==> config.mk <==
export PLATFORM = sky130hd
export DESIGN_NAME = tbc_round
export DESIGN_NICKNAME = d
export VERILOG_FILES = /design/src/tbc_pkg.sv /design/src/tbc_round.sv
export SDC_FILE = /design/constraint.sdc
export NUM_CORES = 1
export LEC_CHECK = 0
export BUFFER_PORTS_ARGS = -buffer_cell sky130_fd_sc_hd__buf_2
export CORE_AREA = 2 2 134 136
export DETAILED_ROUTE_END_ITERATION = 8
export DIE_AREA = 0 0 136 138
export PLACE_DENSITY = 0.95
export SLEW_MARGIN = 0
export SYNTH_ARGS = -nofsm -noshare
export SYNTH_HDL_FRONTEND = slang
export SYNTH_SLANG_ARGS = --single-unit
export TNS_END_PERCENT = 5
==> constraint.sdc <==
create_clock -name vclk -period 11.41
set_input_delay 0 -clock vclk [all_inputs]
set_output_delay 0 -clock vclk [all_outputs]
set_load 0.005 [all_outputs]
==> src/tbc_pkg.sv <==
`timescale 1ns / 1ps
// ----------------------------------------------------------------------------
// tbc_pkg
// Shared types, constants and helpers for the TEA block cipher pipeline.
// ----------------------------------------------------------------------------
package tbc_pkg;

	localparam int unsigned WORD_W = 32;
	localparam int unsigned ROUNDS = 32;
	// one pipeline stage per half round
	localparam int unsigned N_STAGES = 2 * ROUNDS;

	typedef logic [WORD_W-1:0] word_t;

	localparam word_t DELTA = 32'h9E3779B9;

	localparam word_t KEY0_RST = 32'hB0F6FE55;
	localparam word_t KEY1_RST = 32'h410BBF62;
	localparam word_t KEY2_RST = 32'hB47CB3C9;
	localparam word_t KEY3_RST = 32'h7B293E97;

	typedef enum logic [1:0] {
		REG_KEY0 = 2'd0,
		REG_KEY1 = 2'd1,
		REG_KEY2 = 2'd2,
		REG_KEY3 = 2'd3
	} reg_idx_t;

	typedef enum logic {
		OP_ENCRYPT = 1'b0,
		OP_DECRYPT = 1'b1
	} op_t;

	typedef struct packed {
		word_t k0;
		word_t k1;
		word_t k2;
		word_t k3;
	} key_t;

	// n times delta, modulo 2^32
	function automatic word_t round_sum(input int unsigned n);
		logic [2*WORD_W-1:0] prod;
		prod = (2*WORD_W)'(n) * (2*WORD_W)'(DELTA);
		return prod[WORD_W-1:0];
	endfunction

	// sum used by encryption in half-round stage idx
	function automatic word_t enc_sum(input int unsigned idx);
		return round_sum(idx / 2 + 1);
	endfunction

	// sum used by decryption in half-round stage idx
	function automatic word_t dec_sum(input int unsigned idx);
		return round_sum(ROUNDS - idx / 2);
	endfunction

endpackage

==> src/tbc_round.sv <==
`timescale 1ns / 1ps
// ----------------------------------------------------------------------------
// tbc_round
// One TEA half round: mixes one word into the other, adding for encryption
// and subtracting for decryption.
// ----------------------------------------------------------------------------
module tbc_round (
	input  logic           op,
	input  logic           even,
	input  tbc_pkg::word_t enc_sum,
	input  tbc_pkg::word_t dec_sum,
	input  tbc_pkg::key_t  key,
	input  tbc_pkg::word_t w0_in,
	input  tbc_pkg::word_t w1_in,
	output tbc_pkg::word_t w0_out,
	output tbc_pkg::word_t w1_out
);
	import tbc_pkg::*;

	logic  upd_first;
	word_t src;
	word_t tgt;
	word_t sum;
	word_t ka;
	word_t kb;
	word_t mix;
	word_t res;

	always_comb begin
		// encrypt updates the first word on even stages, decrypt on odd ones
		upd_first = even ^ (op == OP_DECRYPT);
		sum       = (op == OP_DECRYPT) ? dec_sum : enc_sum;
		src       = upd_first ? w1_in : w0_in;
		tgt       = upd_first ? w0_in : w1_in;
		ka        = upd_first ? key.k0 : key.k2;
		kb        = upd_first ? key.k1 : key.k3;
		mix       = ((src << 4) + ka) ^ (src + sum) ^ ((src >> 5) + kb);
		res       = (op == OP_DECRYPT) ? (tgt - mix) : (tgt + mix);
		w0_out    = upd_first ? res : w0_in;
		w1_out    = upd_first ? w1_in : res;
	end

endmodule

# ---- After elaboration in Yosys (flattened, before gate mapping)
# Cells that the tools add are included.
dict set report word_totals {
  register_bits 0
  inputBits 258
  out_inout_bits 64
  word_cells 16
}
dict set report op_classes {
  add_sub_neg 5
  n_mux 8
  n_bitwise 3
}
# cell count
set op_table {}
lappend op_table {{two-way mux 32 bit} 8}
lappend op_table {{adder 32 bit} 3}
lappend op_table {{bitwise XOR 32 bit} 2}
lappend op_table {{adder 27 x 32 -> 32 bit} 1}
lappend op_table {{subtractor 32 bit} 1}
lappend op_table {{bitwise XOR 1 bit} 1}

# ---- Longest topological paths before layout
# Gate-level depths: netlist (run 1).
dict set report logic_depth {
  ltp_word 8
  mapped_depth 38
  depth_no_buf 32
}

# ---- Least setup slack after synthesis (run 1)
# OpenSTA, ideal clock, no wires.
dict set report synth_path {
  path_kind {in2out}
  startpoint {in op}
  endpoint {out w0_out[31]}
  arrival_ns 7.057
  required_ns 11.410
  setup_slack_ns 4.353
  stages 36
  path_buffers 7
  cell_sequence {buf_6 xnor2_1 buf_2 buf_2 buf_1 clkbuf_1 clkbuf_1 nand2_1 nand2_1 ha_1 clkbuf_1 a21o_1 maj3_1 nand2_1 o31ai_1 a21oi_2 mux2i_1 or3_1 a21o_1 a211oi_2 nand2_1 o41a_1 xnor2_1 ha_1 a21o_1 a21o_1 a21o_1 a21oi_1 o31ai_1 nand4_1 nand2_1 a311oi_1 xnor3_1 and2_1 mux2i_1 nand3_1}
}
dict set report synth_via {
  elab_chain_len 8
  word_cells_on_any_way 15
  cone_classes {add/sub (5); mux (7); bitwise (3)}
}
# item line_no
set synth_rtl {}
lappend synth_rtl {{start: declaration} tbc_round.sv:8} ;# input logic op,
lappend synth_rtl {{bitwise XOR 1 bit} tbc_round.sv:31} ;# upd_first = even ^ (op == OP_DECRYPT);
lappend synth_rtl {{two-way mux 32 bit (on tied branches)} {tbc_round.sv:35, tbc_round.sv:33}}
lappend synth_rtl {{adder 32 bit} tbc_round.sv:37} ;# mix = ((src << 4) + ka) ^ (src + sum) ^ ((src >> 5) + kb);
lappend synth_rtl {{bitwise XOR 32 bit (2 in a row)} tbc_round.sv:37}
lappend synth_rtl {{adder 32 bit or subtractor 32 bit (tied branches)} tbc_round.sv:38} ;# res = (op == OP_DECRYPT) ? (tgt - mix) : (tgt + mix);
lappend synth_rtl {{two-way mux 32 bit} tbc_round.sv:38}
lappend synth_rtl {{two-way mux 32 bit (*)} tbc_round.sv:39} ;# w0_out = upd_first ? res : w0_in;
lappend synth_rtl {{end: declaration} tbc_round.sv:15} ;# output tbc_pkg::word_t w0_out,
# Mark *: on every way between the ends. The rest lies on a longest branch, timed or not.

# ---- Final worst setup path (run 1)
dict set report layout_path {
  startpoint {in even}
  endpoint {out w0_out[31]}
}
dict set report layout_via {
  elab_chain_len 8
  word_cells_on_any_way 14
  cone_classes {add/sub (5); mux (6); bitwise (3)}
}
# item line_no
set layout_rtl {}
lappend layout_rtl {{start: declaration} tbc_round.sv:9} ;# input logic even,
lappend layout_rtl {{bitwise XOR 1 bit (*)} tbc_round.sv:31}
lappend layout_rtl {{two-way mux 32 bit (on tied branches)} {tbc_round.sv:35, tbc_round.sv:33}}
lappend layout_rtl {{adder 32 bit} tbc_round.sv:37}
lappend layout_rtl {{bitwise XOR 32 bit (2 in a row)} tbc_round.sv:37}
lappend layout_rtl {{adder 32 bit or subtractor 32 bit (tied branches)} tbc_round.sv:38}
lappend layout_rtl {{two-way mux 32 bit} tbc_round.sv:38}
lappend layout_rtl {{two-way mux 32 bit (*)} tbc_round.sv:39}
# Marks and branches as above.

==> results.cfg, run 1 <==
[grt]
grt_max_degree = 74
antenna_found_initial = 0
grt_overflow = 0
grt_pass1_vias = 11500
grt_use_total_pct = 37.6
grt_pass1_wl_um = 57400

[floorplan]
io-pin-count = 322
die_h_um = 138
start_util_pct = 57.3
dieArea_sq_um = 18800
core.rowCount = 49
fp.dieW_um = 136
fp.coreArea_sq_um = 17500

[critical_path]
cp.required_ns = 11.41
cp-startpoint = even
cp-start-kind = input port
critPathTopFamily = compound AO/OA/AOI/OAI gates
end_kind = primary output
arrival_ns = 8.49
cp_num_buf_inv = 3
slowest_delay_ns = 0.82
crit_slowest_cell = xor2_4
cp_max_fo = 52
crit_type = input port to primary output

[sta]
hold_viol = 0
rsz0062_at_grt = false
setup_ws_ns = 2.92
fmax_mhz = 118
finalCritPeriodShare_pct = 74.4
maxSlewHeadroom_pct = 35.9
tightest_slew_ns = 0.960
setup_tns_ns = 0
drv_slew = 0
period_needed_ns = 8.49
setup_viol = 0

[synth]
yosysSeqAreaShare_pct = 0
yosys_warnings = 0
avgSynthCellArea_sq_um = 6.48
synthesis.instances = 1552
syn_area_sq_um = 10100
synth_top_cells_by_area = nand2_1 (16%), ha_1 (15%), xnor2_1 (12%), xor2_1 (5.6%), o21ai_0 (5.5%)
synth_cell_type_count = 85
synth_top_cell_area_share_pct = 15.6
yosysTopAreaCell = nand2_1
synth_fp_nets = 1930

[route]
routed_wl_um = 37200
drtIter0Drc = 1178
drc_errors = 0
wire_per_inst_um = 18.2
routed_via_density = 6.16
dr_total_vias = 12600
ant_nets = 0
firstDrtPassIters = 5

[clock_network]
cts_hold_buf = 0
post_cts_resized = 0
postCtsSetupBuffers = 0

[placement]
hpwl_um = 31200
io_buffer_count = 322
place.gp.congestion = 1.04
place_ws_ns = 3.12
dpl_cell_area_sq_um = 11700

[cells_and_area]
flops_and_latches = 0
syn2layout_area_growth_pct = 16.8
diodes = 0
seqCellArea_sq_um = 0
postLayoutCellArea_sq_um = 11700
clkbuf_count = 0
nets = 2200
drive_gt1_share_pct = 21.7

[power]
p_per_area_nw_per_um2 = 274
p_leak_nw = 6.13
vdd_drop_max_v = 0.000247

[worst_hold_path]
min_to = w0_out[27]
min_from = w0_in[27]
min_delay_path_depth = 4
min_path_type = input port to primary output

[run_status]
status = completed

[run]
max-cap-violations = 0
through the flow:
step                      utilization [%]  std cells  power [mW]  hold WS (ns)
final                                67.0       2049        3.22         0.307
after global routing                 67.0       2049        3.51         0.334
after CTS                            67.0       2049        3.15         0.310
after detailed placement             67.0       2049        3.13         0.307
after global placement               67.0       2049        3.09         0.304
after floorplan                         -       1552        2.26         0.104
how the worst max path moves through the flow:
stage | endpoint | cells past startpoint
floorplan | w0_out[31] | 36
global placement | w0_out[31] | 32
detailed placement | w0_out[31] | 32
CTS | w0_out[31] | 32
global route | w0_out[31] | 32
finish | w0_out[31] | 32
routing by layer:
metal / vias up / routed length [um] / GRT usage [%]
li1: 6036 / - / -
met1: 5730 / 14400 / 46.2
met2: 728 / 17000 / 63.9
met3: 122 / 4020 / 7.19
met4: 0 / 1760 / 15.3
met5: - / 0 / 0
power breakdown:
part	internal, mW	leakage (nW)	switching, mW
Combinational	1.36	6.13	1.87
Clock	0	0	0
Sequential	0	0	0
Total	1.36	6.13	1.87
area by class of cell:
cell class | count | area, sq um
multi-input cells | 1464 | 9700
fillers | 1623 | 5790
repair buffers | 328 | 1660
well taps | 229 | 287
inverters | 28 | 105
synth_stat cells (all sizes together) (11+ instances only):
cell type,count
nand2,417
xnor2,134
ha,118
o21ai,111
nor2,100
a21oi,98
xor2,65
a21o,57
clkbuf,44
mux2,31
inv,28
nand3,26
nor3,26
a31oi,25
mux2i,23
o21a,19
buf,16
nor2b,15
or2,12
a211oi,11
nand2b,11
o31ai,11
kinds of logic after synthesis:
logic type      after synthesis  share of synthesized area (%)
simple gates                670                           28.8
compound gates              405                           26.3
xor+xnor                    209                           19.8
fa+ha+maj                   125                           15.6
buf+inv                      88                           3.61
mux                          55                           5.99
cell usage in the layout, fill, tap and decap left out, types with 19 or more instances in the layout:
cell	instances
o21ai_0	110
ha_1	118
mux2i_1	23
nor3_1	26
a21oi_1	97
nand3_1	25
nand2_1	417
inv_1	28
nor2_1	100
buf_2	322
xor2_1	64
mux2_2	31
xnor2_1	133
a31oi_1	25
a21o_1	57
o21a_1	19
Power figures use the tool's default switching activity.
==> run 2: changes to the inputs <==
CORE_AREA = 2 2 139 141   (was 2 2 134 136)
DIE_AREA = 0 0 141 143   (was 0 0 136 138)
clock period = 8.7 ns   (was 11.41 ns; I/O delays follow)
==> results.cfg, run 2 (synthesized netlist as in run 1, its figures left out) <==
[cells_and_area]
nets = 2203
flops_and_latches = 0
final_common_cell = nand2_1
multi_input_area_sq_um = 9700
final_cell_mix = nand2_1 (417), buf_2 (322), xnor2_1 (133)
drive_gt1_share_pct = 21.8
clkbuf_count = 0
fill_cells = 1780
syn2layout_area_growth_pct = 17.4
diodes = 0
seqCellArea_sq_um = 0

[grt]
grt_use_total_pct = 36.4
grt_max_degree = 84
grt_overflow = 0
grt_pass1_wl_um = 58700
grt_pass1_vias = 11100
antenna_found_initial = 0

[clock_network]
post_cts_resized = 0
postCtsSetupBuffers = 0
cts_hold_buf = 0

[critical_path]
arrival_ns = 7.85
cp.required_ns = 8.70
end_kind = primary output
crit_type = input port to primary output
slowest_delay_ns = 0.72
crit_slowest_cell = xor2_4
cp_max_fo = 51
cp-start-kind = input port

[sta]
maxSlewHeadroom_pct = 43.4
drv_slew = 0
period_needed_ns = 7.85
hold_viol = 0
finalCritPeriodShare_pct = 90.3
tightest_slew_ns = 0.848
rsz0062_at_grt = false
setup_viol = 0
fmax_mhz = 127
setup_ws_ns = 0.846
setup_tns_ns = 0

[route]
wire_per_inst_um = 18.9
dr_total_vias = 12600
routed_via_density = 6.12
firstDrtPassIters = 5
routed_wl_um = 38900
drc_errors = 0
ant_nets = 0
drtIter0Drc = 1139

[worst_hold_path]
min_to = w0_out[11]
min_path_type = input port to primary output
min_delay_path_depth = 4
min_from = w0_in[11]

[floorplan]
dieArea_sq_um = 20200
core.rowCount = 50
fp.coreArea_sq_um = 18600
io-pin-count = 322
start_util_pct = 54.1
fp.dieW_um = 141
die_h_um = 143

[power]
p_per_area_nw_per_um2 = 361
p_leak_nw = 6.15
vdd_drop_max_v = 0.000311
power.total_mw = 4.26

[run_status]
status = completed

[placement]
hpwl_um = 33500
io_buffer_count = 322
place_ws_ns = 1.09
place.gp.congestion = 1.04

[run]
max-cap-violations = 0
[run 2: cell types whose count changed in the layout (fill, tap and decap cells not counted)]
cell	before	now
buf_12	0	2
buf_4	6	7
[run 2: critical path: cells and delay by family]
| family | cells | cell delay [ns] |
|---|---|---|
| AND/OR/NAND/NOR | 8 | 1.11 |
| adder cells (fa/ha/maj) | 2 | 0.62 |
| XOR/XNOR | 3 | 1.47 |
| buffers and inverters | 3 | 0.74 |
| AO/OA/AOI/OAI | 15 | 3.70 |
| multiplexers | 1 | 0.16 |
[run 2: metrics by stage]
step	hold slack [ns]	utilization (%)	cells	cell area, sq um
after floorplan	0.104	-	1552	10100
after global placement	0.289	63.5	2057	11800
after detailed placement	0.292	63.5	2057	11800
after CTS	0.295	63.5	2057	11800
after global routing	0.335	63.5	2057	11800
final	0.295	63.5	2057	11800
[run 2: cell type report]
cell class | count | area share (%)
multi-input cells | 1464 | 82.2
repair buffers | 331 | 14.4
well taps | 234 | 2.48
inverters | 28 | 0.891
[run 2: metal layers]
| layer | vias to the layer above | global-route usage, % | routed length, um |
|---|---|---|---|
| li1 | 6043 | - | - |
| met1 | 5800 | 53.3 | 17200 |
| met2 | 685 | 57.3 | 16800 |
| met3 | 59 | 5.06 | 4110 |
| met4 | 0 | 6.68 | 803 |
| met5 | - | 0 | 0 |
[run 2: how the worst max path moves through the flow]
stage               start         end  slack (ns)  cells after the start
finish               even  w0_out[31]        0.85                     32
global route         even  w0_out[31]        0.24                     32
floorplan              op  w0_out[31]        1.64                     36
detailed placement   even  w0_out[31]        1.09                     32
global placement     even  w0_out[31]        1.29                     32
CTS                  even  w0_out[31]        1.01                     32
[run 2: where the power goes]
group / switching [mW] / leakage [nW] / internal (mW)
combinational: 2.47 / 6.15 / 1.79
clock: 0 / 0 / 0
sequential: 0 / 0 / 0
==> run 3: changes to the inputs <==
BUFFER_PORTS_ARGS = unset   (was -buffer_cell sky130_fd_sc_hd__buf_2)
CORE_AREA = 2 2 128 130   (was 2 2 139 141)
DIE_AREA = 0 0 130 132   (was 0 0 141 143)
DONT_BUFFER_PORTS = 1   (was unset)
GPL_TIMING_DRIVEN = 0   (was unset)
PLACE_DENSITY = 0.91   (was 0.95)
==> results.cfg, run 3 (synthesized netlist as in run 1, its figures left out) <==
[sta]
maxSlewHeadroom_pct = 39.4
fmax_mhz = 121
finalCritPeriodShare_pct = 95.2
rsz0062_at_grt = false
setup_ws_ns = 0.415
period_needed_ns = 8.28
setup_viol = 0
hold_viol = 0
tightest_slew_ns = 0.908
drv_slew = 0
timing.hold.ws_ns = 0.128

[power]
vdd_drop_max_v = 0.000330
power_frac_seq_pct = 0
p_comb_share_pct = 100.0
p_sw_share_pct = 60.6
power.internal_mw = 1.54
power.clock.fraction_pct = 0
p_leak_nw = 4.99
p_per_area_nw_per_um2 = 377
p_switching_mw = 2.37

[cells_and_area]
final_common_cell = nand2_1
flops_and_latches = 0
final_cell_mix = nand2_1 (417), xnor2_1 (134), ha_1 (118)
fill_cells = 1502
multi_input_area_sq_um = 9710
diodes = 0
final_util_pct = 66.2
postLayoutCellArea_sq_um = 10400
syn2layout_area_growth_pct = 3.43
clkbuf_count = 0
nets = 1936
seqCellArea_sq_um = 0
drive_gt1_share_pct = 6.17
layout.cells.non_filler = 1772

[grt]
grt_overflow = 0
antenna_found_initial = 0
grt_pass1_wl_um = 57900
grt_pass1_vias = 10900
grt_max_degree = 20
grt_use_total_pct = 42.7

[placement]
dpl.cell_count = 1768
dpl_cell_area_sq_um = 10300
hpwl_um = 33000
io_buffer_count = 0
place.gp.congestion = 1.07
place_ws_ns = -0.389

[critical_path]
crit_top_cell = nand2_1
crit_slowest_cell = xnor3_1
crit_type = input port to primary output
cp_max_fo = 19
cp.required_ns = 8.70
end_kind = primary output
arrival_ns = 8.28
slowest_delay_ns = 0.57
cp-start-kind = input port

[floorplan]
core.rowCount = 46
fp.coreArea_sq_um = 15700
io-pin-count = 322
start_util_pct = 64.0
fp.dieW_um = 130
die_h_um = 132
dieArea_sq_um = 17200

[run_status]
status = completed

[route]
drc_errors = 0
routed_wl_um = 38700
wire_per_inst_um = 21.8
dr_total_vias = 11800
firstDrtPassIters = 6
routed_via_density = 6.66
drtIter0Drc = 1353
ant_nets = 0

[run]
max-cap-violations = 0

[worst_hold_path]
min_path_type = input port to primary output
min_from = w1_in[11]
min_delay_path_depth = 2
min_to = w1_out[11]
## run 3: cell types whose count changed in the layout (fill, tap and decap cells not counted), sizes merged
cell | previous run | this run
buf | 331 | 22
clkbuf | 0 | 42
## run 3: worst max-delay path, delay by kind of cell
kind            cells  cell delay [ns]
compound gates     14             3.57
xor+xnor            5             1.69
buf+inv             4             1.27
simple gates        7             0.85
fa+ha+maj           3             0.89
## run 3: how the worst max path moves through the flow
stage | slack, ns | cells past startpoint | endpoint | from
after floorplan | 1.64 | 36 | w0_out[31] | op
after global placement | -0.35 | 35 | w1_out[31] | op
after detailed placement | -0.39 | 33 | w1_out[31] | op
after CTS | 0.01 | 32 | w1_out[31] | even
after global routing | 0.009 | 33 | w1_out[31] | op
final | 0.42 | 33 | w1_out[31] | op
## run 3: layout make-up
| class | count | share of cell area [%] |
|---|---|---|
| inverter | 28 | 1.01 |
| multi-input combinational | 1464 | 93.3 |
| tap | 216 | 2.60 |
| timing repair buffer | 6 | 0.433 |
| buffer | 58 | 2.62 |
## run 3: timing repair
action	4_1_cts	5_1_grt
hold buffers	0	0
setup buffers	0	6
pin swaps	0	1
resized for setup	6	20
endpoints found under the setup margin	2	2
gates cloned	0	0
## run 3: power by group through the flow
stage | registers (mW) | logic, mW | clock network (mW)
2_1_floorplan | 0 | 2.96 | 0
3_3_place_gp | 0 | 3.69 | 0
3_5_place_dp | 0 | 3.75 | 0
4_1_cts | 0 | 3.78 | 0
5_1_grt | 0 | 4.21 | 0
6_report | 0 | 3.92 | 0
## run 3: routing by layer
| metal | vias up | global-route usage, % | part of all wire [%] |
|---|---|---|---|
| met5 | - | 0 | 0 |
| met4 | 0 | 16.1 | 5.1 |
| met3 | 129 | 11.7 | 13 |
| met2 | 796 | 66.1 | 42 |
| met1 | 5369 | 56.3 | 40 |
| li1 | 5501 | - | - |
## run 3: stage by stage
stage	power (mW)	setup TNS [ns]
2_1_floorplan	2.96	0
3_3_place_gp	3.69	-0.575
3_5_place_dp	3.75	-0.676
4_1_cts	3.78	0
5_1_grt	4.21	0
6_report	3.92	0
